<file path="config.mk">
export PLATFORM = sky130hd
export DESIGN_NAME = bmp_to_gray_decoder_top
export DESIGN_NICKNAME = d
export VERILOG_FILES = /design/src/hdl/bmpg_pkg.sv /design/src/hdl/bmp_to_gray_decoder_top.sv /design/src/hdl/bmpg_luma.sv
export SDC_FILE = /design/constraint.sdc
export NUM_CORES = 2
export LEC_CHECK = 0
export BUFFER_PORTS_ARGS = -buffer_cell sky130_fd_sc_hd__buf_2
export CELL_PAD_IN_SITES_DETAIL_PLACEMENT = 1
export CELL_PAD_IN_SITES_GLOBAL_PLACEMENT = 1
export CORE_ASPECT_RATIO = 2
export CORE_MARGIN = 2
export CORE_UTILIZATION = 41
export CTS_BUF_LIST = sky130_fd_sc_hd__clkbuf_2 sky130_fd_sc_hd__clkbuf_4 sky130_fd_sc_hd__clkbuf_8
export CTS_CLUSTER_DIAMETER = 200
export CTS_CLUSTER_SIZE = 25
export DETAILED_ROUTE_END_ITERATION = 16
export GPL_TIMING_DRIVEN = 0
export PLACE_DENSITY = 0.65
export SLEW_MARGIN = 25
export SYNTH_ARGS = -nofsm -noshare
export SYNTH_HDL_FRONTEND = slang
export SYNTH_HIERARCHICAL = 1
export SYNTH_SLANG_ARGS = --single-unit
</file>
<file path="constraint.sdc">
create_clock -name i_clk -period 15.97 [get_ports i_clk]
set_input_delay 3.194 -clock i_clk [delete_from_list [all_inputs] [get_ports i_clk]]
set_output_delay 3.194 -clock i_clk [all_outputs]
set_load 0.01 [all_outputs]
</file>
<file path="src/hdl/bmpg_pkg.sv">
// Package for the BMP-to-grayscale decoder: transfer payload types, phase enum,
// status codes and header byte positions. No dependencies.
`default_nettype none
package bmpg_pkg;

    typedef struct packed {
        logic [7:0] file_byte;
        logic       end_of_file;
    } t_in_item;

    typedef struct packed {
        logic        pixel_valid;
        logic [11:0] pixel_row;
        logic [11:0] pixel_col;
        logic [7:0]  gray_level;
        logic        finished;
        logic [2:0]  status_code;
    } t_out_item;

    typedef enum logic [1:0] {
        PH_HEADER,
        PH_BODY,
        PH_DONE
    } t_phase;

    localparam logic [2:0] ST_OK        = 3'd0;
    localparam logic [2:0] ST_TOO_SMALL = 3'd1;
    localparam logic [2:0] ST_NOT_BMP   = 3'd2;
    localparam logic [2:0] ST_DIB       = 3'd3;
    localparam logic [2:0] ST_FORMAT    = 3'd4;
    localparam logic [2:0] ST_DIMS      = 3'd5;
    localparam logic [2:0] ST_OFFSET    = 3'd6;
    localparam logic [2:0] ST_TRUNC     = 3'd7;

    localparam int PALETTE_ENTRIES = 256;
    localparam int PAL_AW          = 8;
    localparam int PAL_CW          = 9;

    // byte positions (last byte of each little-endian header field)
    localparam logic [31:0] POS_SIG    = 32'd1;
    localparam logic [31:0] POS_OFFSET = 32'd13;
    localparam logic [31:0] POS_DIB    = 32'd17;
    localparam logic [31:0] POS_WIDTH  = 32'd21;
    localparam logic [31:0] POS_HEIGHT = 32'd25;
    localparam logic [31:0] POS_PLBPP  = 32'd29;
    localparam logic [31:0] POS_COMPR  = 32'd33;
    localparam logic [31:0] POS_HDREND = 32'd53;

    localparam logic [15:0] BMP_SIG  = 16'h4D42;
    localparam logic [31:0] MIN_DIB  = 32'd40;
    localparam logic [33:0] FILE_HDR = 34'd14;
    localparam logic [33:0] PAL_ENTRY_BYTES = 34'd4;

    localparam int ACC_W = 15;

endpackage
`default_nettype wire

</file>
<file path="src/hdl/bmp_to_gray_decoder_top.sv">
// Top level of the BMP-to-grayscale stream decoder.
// Depends on bmpg_pkg and bmpg_luma.
`default_nettype none
// A BMP file streams in one byte per transfer. The 54-byte header is parsed as
// it passes and checked on its last byte; 8 bpp palette entries are turned into
// gray values and kept in a 256-entry memory; pixel bytes then yield one gray
// pixel with its top-down row and column, row padding being skipped. Each byte
// is registered together with the palette read it addresses, processed against
// the decoder state once the result register can take data, and the result
// lands in an output register, so a new byte is taken every cycle unless the
// output side stalls with a result still held. finished/status_code report the
// end of a file; end_of_file always returns the decoder to its reset state.
module bmp_to_gray_decoder_top #(
    parameter int MAX_WIDTH  = 4096,
    parameter int MAX_HEIGHT = 4096
) (
    input  wire logic                 i_clk,
    input  wire logic                 i_rst_n,
    input  wire logic                 i_in_valid,
    output logic                      o_in_stall,
    input  wire bmpg_pkg::t_in_item   i_in_data,
    output logic                      o_out_valid,
    input  wire logic                 i_out_stall,
    output bmpg_pkg::t_out_item       o_out_data
);
    import bmpg_pkg::*;

    localparam int WW = $clog2(MAX_WIDTH + 1);
    localparam int HW = $clog2(MAX_HEIGHT + 1);

    // input stage
    logic       r_s0_v;
    logic [7:0] r_s0_byte;
    logic       r_s0_eof;
    logic [7:0] r_pal_rd;
    logic       in_take, out_free, adv;

    // decoder state
    t_phase           r_phase, n_phase;
    logic [31:0]      r_pos, n_pos;
    logic [31:0]      r_shift, n_shift;
    logic [31:0]      r_offset, n_offset;
    logic [31:0]      r_dib, n_dib;
    logic [31:0]      r_wraw, n_wraw;
    logic [31:0]      r_hraw, n_hraw;
    logic             r_sig_ok, n_sig_ok;
    logic             r_fmt_ok, n_fmt_ok;
    logic             r_tc, n_tc;
    logic             r_top, n_top;
    logic [WW-1:0]    r_width, n_width;
    logic [HW-1:0]    r_height, n_height;
    logic [PAL_CW-1:0] r_pcount, n_pcount;
    logic [ACC_W-1:0] r_acc, n_acc;
    logic [1:0]       r_bip, n_bip;
    logic [WW-1:0]    r_col, n_col;
    logic [HW-1:0]    r_row, n_row;
    logic [1:0]       r_pad, n_pad;

    logic [7:0] palette_mem [PALETTE_ENTRIES];

    // result register
    logic      r_out_v;
    t_out_item r_out;

    // datapath terms
    logic [33:0] pal_off, need;
    logic        before_px, pal_zone, pix_zone, done_px;
    logic [1:0]  lane;
    logic        pal_wr;
    logic [7:0]  luma_gray, px_gray;
    logic        last_col, last_row, img_end, hdr_last;
    logic [31:0] h_abs;
    logic        h_neg;
    logic [2:0]  hdr_st;
    t_phase      phase_pre;
    logic        fin;
    logic [2:0]  st;
    logic [31:0] col32, row32, w32;
    logic [HW-1:0] prow;
    logic [1:0]  raw_lo;
    t_out_item   res;

    // handshake: the byte stage moves whenever the result register can take data
    assign out_free   = !r_out_v || !i_out_stall;
    assign adv        = r_s0_v && out_free;
    assign o_in_stall = r_s0_v && !out_free;
    assign in_take    = i_in_valid && !o_in_stall;

    always_ff @(posedge i_clk) begin
        if (!i_rst_n) begin
            r_s0_v <= 1'b0;
        end else begin
            r_s0_v <= in_take || (r_s0_v && !out_free);
        end
        if (in_take) begin
            r_s0_byte <= i_in_data.file_byte;
            r_s0_eof  <= i_in_data.end_of_file;
        end
    end

    // palette memory: read with the byte address on transfer, written on entry's red byte
    always_ff @(posedge i_clk) begin
        if (in_take) begin
            r_pal_rd <= palette_mem[i_in_data.file_byte];
        end
        if (adv && pal_wr) begin
            palette_mem[r_pcount[PAL_AW-1:0]] <= luma_gray;
        end
    end

    bmpg_luma u_luma (
        .i_acc  (r_acc),
        .i_red  (r_s0_byte),
        .o_gray (luma_gray)
    );

    // header check, evaluated on the last header byte
    assign h_neg = r_hraw[31];
    assign h_abs = h_neg ? (32'd0 - r_hraw) : r_hraw;
    assign need  = FILE_HDR + 34'(r_dib) + (r_tc ? 34'd0 : PAL_ENTRY_BYTES);

    always_comb begin
        if (!r_sig_ok) begin
            hdr_st = ST_NOT_BMP;
        end else if (r_dib < MIN_DIB) begin
            hdr_st = ST_DIB;
        end else if (!r_fmt_ok) begin
            hdr_st = ST_FORMAT;
        end else if (r_wraw == 32'd0 || r_wraw[31] || h_abs == 32'd0 || h_abs[31]
                     || r_wraw > 32'(MAX_WIDTH) || h_abs > 32'(MAX_HEIGHT)) begin
            hdr_st = ST_DIMS;
        end else if (34'(r_offset) < need) begin
            hdr_st = ST_OFFSET;
        end else begin
            hdr_st = ST_OK;
        end
    end

    // body classification
    assign pal_off   = FILE_HDR + 34'(r_dib);
    assign before_px = r_pos < r_offset;
    assign pal_zone  = (r_phase == PH_BODY) && before_px && !r_tc && (34'(r_pos) >= pal_off);
    assign lane      = r_pos[1:0] - pal_off[1:0];
    assign pal_wr    = pal_zone && (lane == 2'd2) && (r_pcount < PAL_CW'(PALETTE_ENTRIES));
    assign pix_zone  = (r_phase == PH_BODY) && !before_px && (r_pad == 2'd0);
    assign done_px   = pix_zone && (r_tc ? (r_bip == 2'd2) : 1'b1);
    assign last_col  = ((WW+1)'(r_col) + 1'b1) >= (WW+1)'(r_width);
    assign last_row  = ((HW+1)'(r_row) + 1'b1) >= (HW+1)'(r_height);
    assign img_end   = done_px && last_col && last_row;
    assign hdr_last  = (r_phase == PH_HEADER) && (r_pos == POS_HDREND);
    assign px_gray   = r_tc ? luma_gray
                     : (({1'b0, r_s0_byte} < r_pcount) ? r_pal_rd : r_s0_byte);

    // next phase
    always_comb begin
        phase_pre = r_phase;
        case (r_phase)
            PH_HEADER: begin
                if (hdr_last) begin
                    phase_pre = (hdr_st != ST_OK) ? PH_DONE : PH_BODY;
                end
            end
            PH_BODY: begin
                if (img_end) begin
                    phase_pre = PH_DONE;
                end
            end
            default: phase_pre = r_phase;
        endcase
        n_phase = r_s0_eof ? PH_HEADER : phase_pre;
    end

    // finish reporting
    always_comb begin
        fin = 1'b0;
        st  = ST_OK;
        if (hdr_last && hdr_st != ST_OK) begin
            fin = 1'b1;
            st  = hdr_st;
        end else if (img_end) begin
            fin = 1'b1;
            st  = ST_OK;
        end else if (r_s0_eof && phase_pre != PH_DONE) begin
            fin = 1'b1;
            if (phase_pre == PH_HEADER) begin
                st = ST_TOO_SMALL;
            end else begin
                st = before_px ? ST_OFFSET : ST_TRUNC;
            end
        end
    end

    // pixel coordinates and padding after a row
    assign prow   = r_top ? r_row : (r_height - HW'(1) - r_row);
    assign col32  = 32'(r_col);
    assign row32  = 32'(prow);
    assign w32    = 32'(r_width);
    assign raw_lo = r_tc ? 2'(w32[1:0] * 2'd3) : w32[1:0];

    always_comb begin
        res             = '0;
        res.finished    = fin;
        res.status_code = fin ? st : ST_OK;
        if (done_px) begin
            res.pixel_valid = 1'b1;
            res.pixel_row   = row32[11:0];
            res.pixel_col   = col32[11:0];
            res.gray_level  = px_gray;
        end
    end

    // state update
    always_comb begin
        n_pos    = (r_pos == 32'hFFFF_FFFF) ? r_pos : r_pos + 32'd1;
        n_shift  = r_shift;
        n_offset = r_offset;
        n_dib    = r_dib;
        n_wraw   = r_wraw;
        n_hraw   = r_hraw;
        n_sig_ok = r_sig_ok;
        n_fmt_ok = r_fmt_ok;
        n_tc     = r_tc;
        n_top    = r_top;
        n_width  = r_width;
        n_height = r_height;
        n_pcount = r_pcount;
        n_acc    = r_acc;
        n_bip    = r_bip;
        n_col    = r_col;
        n_row    = r_row;
        n_pad    = r_pad;

        if (r_phase == PH_HEADER) begin
            n_shift = {r_s0_byte, r_shift[31:8]};
            case (r_pos)
                POS_SIG:    n_sig_ok = (n_shift[31:16] == BMP_SIG);
                POS_OFFSET: n_offset = n_shift;
                POS_DIB:    n_dib    = n_shift;
                POS_WIDTH:  n_wraw   = n_shift;
                POS_HEIGHT: n_hraw   = n_shift;
                POS_PLBPP: begin
                    n_fmt_ok = (n_shift[15:0] == 16'd1)
                            && (n_shift[31:16] == 16'd8 || n_shift[31:16] == 16'd24);
                    n_tc     = (n_shift[31:16] == 16'd24);
                end
                POS_COMPR:  n_fmt_ok = r_fmt_ok && (n_shift == 32'd0);
                POS_HDREND: begin
                    n_width  = r_wraw[WW-1:0];
                    n_height = h_abs[HW-1:0];
                    n_top    = h_neg;
                end
                default: ;
            endcase
        end

        if (pal_zone) begin
            case (lane)
                2'd0: n_acc = ACC_W'(r_s0_byte) * ACC_W'(11);
                2'd1: n_acc = r_acc + ACC_W'(r_s0_byte) * ACC_W'(59);
                2'd3: begin
                    if (r_pcount < PAL_CW'(PALETTE_ENTRIES)) begin
                        n_pcount = r_pcount + 1'b1;
                    end
                end
                default: ;
            endcase
        end

        if ((r_phase == PH_BODY) && !before_px && (r_pad != 2'd0)) begin
            n_pad = r_pad - 2'd1;
        end

        if (pix_zone && r_tc) begin
            case (r_bip)
                2'd0: begin
                    n_acc = ACC_W'(r_s0_byte) * ACC_W'(11);
                    n_bip = 2'd1;
                end
                2'd1: begin
                    n_acc = r_acc + ACC_W'(r_s0_byte) * ACC_W'(59);
                    n_bip = 2'd2;
                end
                default: n_bip = 2'd0;
            endcase
        end

        if (done_px) begin
            n_col = r_col + WW'(1);
            if (last_col) begin
                n_col = '0;
                if (!last_row) begin
                    n_row = r_row + HW'(1);
                    n_pad = 2'd0 - raw_lo;
                end
            end
        end

        // end of file: back to the reset state for the next file
        if (r_s0_eof) begin
            n_pos    = '0;
            n_shift  = '0;
            n_offset = '0;
            n_dib    = '0;
            n_wraw   = '0;
            n_hraw   = '0;
            n_sig_ok = 1'b0;
            n_fmt_ok = 1'b0;
            n_tc     = 1'b0;
            n_top    = 1'b0;
            n_width  = '0;
            n_height = '0;
            n_pcount = '0;
            n_acc    = '0;
            n_bip    = '0;
            n_col    = '0;
            n_row    = '0;
            n_pad    = '0;
        end
    end

    always_ff @(posedge i_clk) begin
        if (!i_rst_n) begin
            r_phase  <= PH_HEADER;
            r_pos    <= '0;
            r_shift  <= '0;
            r_offset <= '0;
            r_dib    <= '0;
            r_wraw   <= '0;
            r_hraw   <= '0;
            r_sig_ok <= 1'b0;
            r_fmt_ok <= 1'b0;
            r_tc     <= 1'b0;
            r_top    <= 1'b0;
            r_width  <= '0;
            r_height <= '0;
            r_pcount <= '0;
            r_acc    <= '0;
            r_bip    <= '0;
            r_col    <= '0;
            r_row    <= '0;
            r_pad    <= '0;
        end else if (adv) begin
            r_phase  <= n_phase;
            r_pos    <= n_pos;
            r_shift  <= n_shift;
            r_offset <= n_offset;
            r_dib    <= n_dib;
            r_wraw   <= n_wraw;
            r_hraw   <= n_hraw;
            r_sig_ok <= n_sig_ok;
            r_fmt_ok <= n_fmt_ok;
            r_tc     <= n_tc;
            r_top    <= n_top;
            r_width  <= n_width;
            r_height <= n_height;
            r_pcount <= n_pcount;
            r_acc    <= n_acc;
            r_bip    <= n_bip;
            r_col    <= n_col;
            r_row    <= n_row;
            r_pad    <= n_pad;
        end
    end

    // result register
    always_ff @(posedge i_clk) begin
        if (!i_rst_n) begin
            r_out_v <= 1'b0;
        end else if (adv) begin
            r_out_v <= done_px || fin;
        end else if (!i_out_stall) begin
            r_out_v <= 1'b0;
        end
        if (adv) begin
            r_out <= res;
        end
    end

    assign o_out_valid = r_out_v;
    assign o_out_data  = r_out;

endmodule
`default_nettype wire

</file>
<file path="src/hdl/bmpg_luma.sv">
// Gray value from a weighted blue/green sum plus red: (30R+59G+11B)/100.
// Uses bmpg_pkg for the accumulator width.
`default_nettype none
module bmpg_luma (
    input  wire logic [bmpg_pkg::ACC_W-1:0] i_acc,
    input  wire logic [7:0]                 i_red,
    output logic [7:0]                      o_gray
);
    import bmpg_pkg::*;

    localparam logic [15:0] RECIP = 16'd41944;  // ceil(2^22/100), exact below 25600

    logic [ACC_W-1:0] sum;
    logic [30:0]      prod;

    assign sum    = i_acc + ACC_W'(i_red) * ACC_W'(30);
    assign prod   = 31'(sum) * 31'(RECIP);
    assign o_gray = prod[29:22];

endmodule
`default_nettype wire

</file>
**After elaboration in Yosys (flattened, before gate mapping)**

Memory sizes are Yosys's and may differ from the RTL's. A register that Yosys moved wholly into a read port is not among the register bits.
Index checks and enable logic that the tools add are counted.

- $add $sub $neg: 16
- Multipliers: 5
- Order comparisons: 10
- Equality and inequality tests: 23
- Multiplexer cells: 88
- Reductions and logical operators: 75

Operators with widths:

| operator | count |
|---|---|
| $mux 32 | 17 |
| $mux 13 | 13 |
| $eq 32x5->1 const B | 4 |
| $logic_not 32->1 | 3 |
| $eq 32x6->1 const B | 2 |
| $gt 32x13->1 const B | 2 |
| $pmux 15 s2 | 2 |
| $mux 15 | 3 |
| $mux 9 | 4 |
| $add 34x3->34 | 1 |
| $lt 32x34->1 | 1 |
| $add 4x32->33 const A | 1 |
| $ge 32x33->1 | 1 |
| $mux 33 | 1 |
| $add 32x1->32 const B | 1 |
| $eq 32x1->1 const B | 1 |
| $eq 32x32->1 const B | 1 |
| $eq 32x4->1 const B | 1 |
| $lt 32x32->1 | 1 |
| $lt 32x6->1 const B | 1 |
| $sub 1x32->32 const A | 1 |
| $mux 3 | 10 |
| $reduce_bool 2->1 | 15 |
| $add 13x1->14 const B | 2 |
| 38 further kinds | 128 |

- Register bits: 326
- Memory bits (writable): 2048
- Bits of input ports: 13
- Output and inout bits: 39
- Logic and storage cells: 247
- Memories kept: 1

Memory list:

| memory | depth | bits a word | read ports | clocked after Yosys merged registers in | write ports | RTL line | text |
|---|---|---|---|---|---|---|---|
| palette_mem | 256 | 8 | 1 | 1 | 1 | bmp_to_gray_decoder_top.sv:59 | `logic [7:0] palette_mem [PALETTE_ENTRIES];` |

**Longest topological paths before layout**

- Depth in word-level cells: 22
- Gate-level depth with buffers: 39
- Depth with buffers taken out: 39

**Hierarchy**

Netlist, hierarchy kept.

By module, submodules not included:

| module | instances | cells each | area an instance (µm²) | seq. area each (µm²) |
|---|---|---|---|---|
| bmp_to_gray_decoder_top | 1 | 5917 | 100640.3 | 68565.8 |
| bmpg_luma | 1 | 521 | 4870.9 | 0.0 |

**Least setup slack after synthesis**

Ideal clock, no wire load.

- Path kind: flip-flop to flip-flop
- From: register r_s0_byte[0]
- To: memory palette_mem[0][5], data pin
- Library setup time: 1.654 ns
- Arrival: 15.348 ns
- Path slack: -1.032 ns
- Stages on the path, launching flop included: 33
- Path buffers: 0
- Clock period less this slack: 17.002 ns
- Cells stage by stage: edfxtp_1 fa_1 fa_1 ha_1 a21o_1 a21oi_1 o21bai_1 a21oi_1 o21bai_1 a21oi_1 or4b_2 nand4_1 ha_1 nor2b_1 a221oi_1 and3_1 inv_1 ha_1 fa_1 fa_1 fa_1 inv_1 fa_1 inv_1 ha_1 nand2_1 a211oi_1 a211oi_1 o31ai_1 a221o_1 a21o_1 a21oi_1 xnor2_1

- Longest elaborated chain between the ends: 3

RTL lines:

| what | RTL line | text |
|---|---|---|
| from (decl) | bmp_to_gray_decoder_top.sv:33 | `logic [7:0] r_s0_byte;` |
| from (signal assigned) | bmp_to_gray_decoder_top.sv:96 | `r_s0_byte <= i_in_data.file_byte;` |
| $mul 8x4->12 | bmpg_luma.sv:16 | `assign sum = i_acc + ACC_W'(i_red) * ACC_W'(30);` |
| $add 15x13->15 | bmpg_luma.sv:16 |  |
| $mul 15x13->27 | bmpg_luma.sv:17 | `assign prod = 31'(sum) * 31'(RECIP);` |
| via luma_gray[5] | bmp_to_gray_decoder_top.sv:70 | `logic [7:0] luma_gray, px_gray;` |
| to (decl) | bmp_to_gray_decoder_top.sv:59 |  |

The timed path passes the listed nets, and every way through them passes these cells.

**Final worst setup path**

- From: register r_s0_byte[2]
- To: memory palette_mem[72][7], data pin

Same word-level chain as after synthesis.

==> parameters.txt <==
Parameter                              Value

Worst setup path
  Crit path buffers/inverters    7
  Maximum fanout along the worst path    66
  Crit path required time    16.67 ns
  Register-to-register setup slack    3.63 ns
  Setup Crit Path Kind    register to register
  Register-to-Register Path Depth    37
  Data arrival time of the critical path    13.04 ns
  CP Launch Point    r_s0_byte[2]$_DFFE_PP_
  Cell family with the largest share of critical-path delay    adder cells
  Delay of the slowest critical-path stage    1.08 ns
  Critical Path End Type    register
  Critical R2R Capture    palette_mem[72][7]$_DFFE_PP_
  Reg-to-reg critical path startpoint    r_s0_byte[2]$_DFFE_PP_
  Startpoint type of the worst setup path    register
  Slowest cell on the critical path    edfxtp_1

Clock tree
  Root buffer cell    clkbuf_8
  Number of sinks driven by the clock tree    2374
  CTS HTree Levels    3
  Number of hold-repair buffers added at the cts stage    0
  Number of buffers on the longest clock path    3
  Clock insertion delay at the later pin of the skew report    1.00 ns
  Setup repair bufs after CTS    0
  Clock slew seen by the registers of the worst setup and hold paths    0.17 ns
  Quantity of gates resized following cts    0
  TritonCTS clock tree    yes
  Number of buffers created by CTS    104

Synthesis
  Number of nets produced by synthesis    6901
  Count of distinct cell types in the synthesized netlist    94
  Post-synthesis instance area    105500 µm²
  Portion of synthesized cell area occupied by the leading cell type    59.82%
  Sequential area share after synthesis    64.98%
  Top cell type by total area after synthesis    edfxtp_1
  Top_reg_cell synth    edfxtp_1
  Async SR Flop Fraction    0%
  Number of enable-type register cells in the synthesized netlist    2102
  Yosys Warn Count    6
  Post-synthesis cell count    6438
  Synth area leaders    edfxtp_1 60%, mux4_2 15%, dfxtp_1 5.2%, ha_1 4.0%, fa_1 2.1%
  Register bit total from synthesis    2374
  Average instance area after synthesis    16.39 µm²

Floorplanning
  Core area    256300 µm²
  Area of the die    261700 µm²
  Standard-cell rows    263
  Initial Utilization    41.16%
  Die boundary height    721.4 µm
  Num ports    52
  Die Span X    362.7 µm

Placement
  Dpl hpwl    265200 µm
  Port bufs    50
  Number of placed instances, taps included    9912
  Post-Place Setup Slack    3.549 ns
  Placer Congestion    0.9450

Finish
  Final layout net count    7173
  Combined area of the multi-input logic cells    34560 µm²
  Utilization after layout    44.78%
  FF/Latch Area    68570 µm²
  Share of post-route cells with drive strength above 1    17.06%
  Relative area change from synthesis to final layout    8.790%
  Number of fill cells in the layout    24805
  Final Non-Filler Cells    10078

Timing
  Final period utilization    77.29%
  # setup viols final    0
  Clock tree skew after final layout    0.1187 ns
  Final period demand of the worst path    12.34 ns
  Post-route setup slack    3.627 ns
  Unrepaired setup endpoints after global routing    false
  Final count of hold timing violations    0
  Pins over their slew limit    0
  Highest attainable clock frequency    81.02 MHz
  Headroom to the max-slew limit    20.76%
  Transition time at the pin with the least slew margin    1.189 ns

Status
  Result of the run    complete, no violations

Drt
  Antenna violation net count after detailed routing    0
  Vias after detailed routing    59100
  Drt via density    5.864
  Routed wire per std cell    33.52 µm
  Post-route DRC violation count    0
  Final Routed Wirelength    337800 µm
  Iteration count of the initial detailed-routing pass    7
  Starting DRC count in detailed routing    4519

Hold path
  Path class of the lowest-slack min-delay path    register to register
  End of the worst hold path    r_wraw[16]$_SDFFE_PN0P_
  Depth of the worst hold-timing path    2
  Origin of the worst min-delay path    r_wraw[16]$_SDFFE_PN0P_

Global route
  Largest net degree at the start of global routing    67
  Grt total ovfl    0
  Wire length of the first global-routing pass    478500 µm
  Number of global-route vias before repair    64231
  Initial antenna violation count    19
  Total routing usage reported by global routing    25.98%

Run
  Number of max-cap violations    0
[cell families (layout without fill, tap and decap cells)]
| family | Yosys count | after routing | synth area share (%) |
|---|---|---|---|
| XOR/XNOR | 178 | 178 | 1.505 |
| flip-flops | 2374 | 2374 | 64.98 |
| other | 0 | 13 | 0 |
| buffers and inverters | 688 | 1003 | 2.461 |
| multiplexers | 709 | 709 | 14.80 |
| AND/OR/NAND/NOR | 1388 | 1388 | 6.092 |
| adder cells (fa/ha/maj) | 450 | 450 | 6.126 |
| AO/OA/AOI/OAI | 651 | 651 | 4.031 |
[how the worst max path moves through the flow]
stage                                              end  slack, ns  cells past startpoint
after CTS                 palette_mem[72][7]$_DFFE_PP_       3.50                     38
after detailed placement  palette_mem[72][7]$_DFFE_PP_       3.55                     38
after global routing      palette_mem[67][7]$_DFFE_PP_       2.87                     38
after global placement    palette_mem[94][1]$_DFFE_PP_     -10.16                     32
after floorplan            palette_mem[0][1]$_DFFE_PP_      -0.05                     29
final                     palette_mem[72][7]$_DFFE_PP_       3.63                     37
[registers in the layout, summed over array words and instances (netlist names), 9 cells and up]
signal / count
r_shift: 24
r_row: 13
r_dib: 32
r_width: 13
r_pos: 32
palette_mem: 2048
r_acc: 15
r_col: 13
r_pcount: 9
r_hraw: 32
r_offset: 32
o_out_data: 37
r_wraw: 32
r_height: 13
[per-stage QoR]
step	cell area, µm²	hold slack, ns	TNS, ns
finish	114800	0.4752	0
global route	114800	0.5029	0
CTS	114700	0.4777	0
detailed placement	112900	0.4580	0
global placement	110000	0.4419	-9037.42
floorplan	105600	0.4360	-13.57
[layout by cell type (no fill, tap or decap), types with 86 or more instances in the layout]
master    count
inv_1       363
xnor2_1     104
fa_1        111
dfxtp_1     272
nand3_1      86
edfxtp_1   2102
nand2_1     390
ha_1        339
mux4_2      680
nor2_1      524
clkbuf_1    196
clkbuf_8    106
a21oi_1     234
[worst min-delay path: cells and delay by family, from the launching register on]
kind            cells  cell delay (ns)
flops               1             0.35
compound gates      1             0.05
simple gates        1             0.05
[layout make-up]
type,instances,share of cell area [%]
Sequential cell,2374,59.73
Multi-Input combinational cell,3376,30.11
Tap cell,3312,3.610
Timing Repair Buffer,166,2.624
Clock buffer,146,1.533
Inverter,365,1.194
Buffer,323,1.152
Antenna cell,13,0.02834
Clock inverter,3,0.02071
[Yosys cell counts, types with 8 or more instances]
cell type	count
o221ai_1	9
a32o_1	8
a21oi_1	235
a211oi_1	14
or4_1	14
xnor2_1	107
a211o_1	10
o211ai_1	17
mux2i_1	19
clkbuf_1	240
nor4_1	52
dfxtp_1	272
nand2b_1	21
o31ai_1	9
a31oi_1	26
mux2_2	10
and4_1	15
nand2_1	393
buf_2	11
nand3_1	86
inv_1	363
nor2b_1	43
nand4_1	61
mux4_2	680
a21o_1	46
and3_1	29
o21a_1	14
nor3_1	47
a22oi_1	68
edfxtp_1	2102
nor4b_1	12
xor2_1	68
and2_1	19
ha_1	339
o21bai_1	11
or3_1	22
buf_1	72
nor2_1	530
o21ai_0	87
fa_1	111
[routing by layer]
metal / vias to the layer above / track usage [%] / wire, µm
li1: 25385 / - / -
met1: 31264 / 23.99 / 102500
met2: 1692 / 50.26 / 189500
met3: 751 / 3.044 / 12150
met4: 8 / 21.04 / 33630
met5: - / 0 / 50
Power is left out: the tool's default activity adds up to more than one toggle a clock period on the data nets, which glitch-free logic cannot reach.
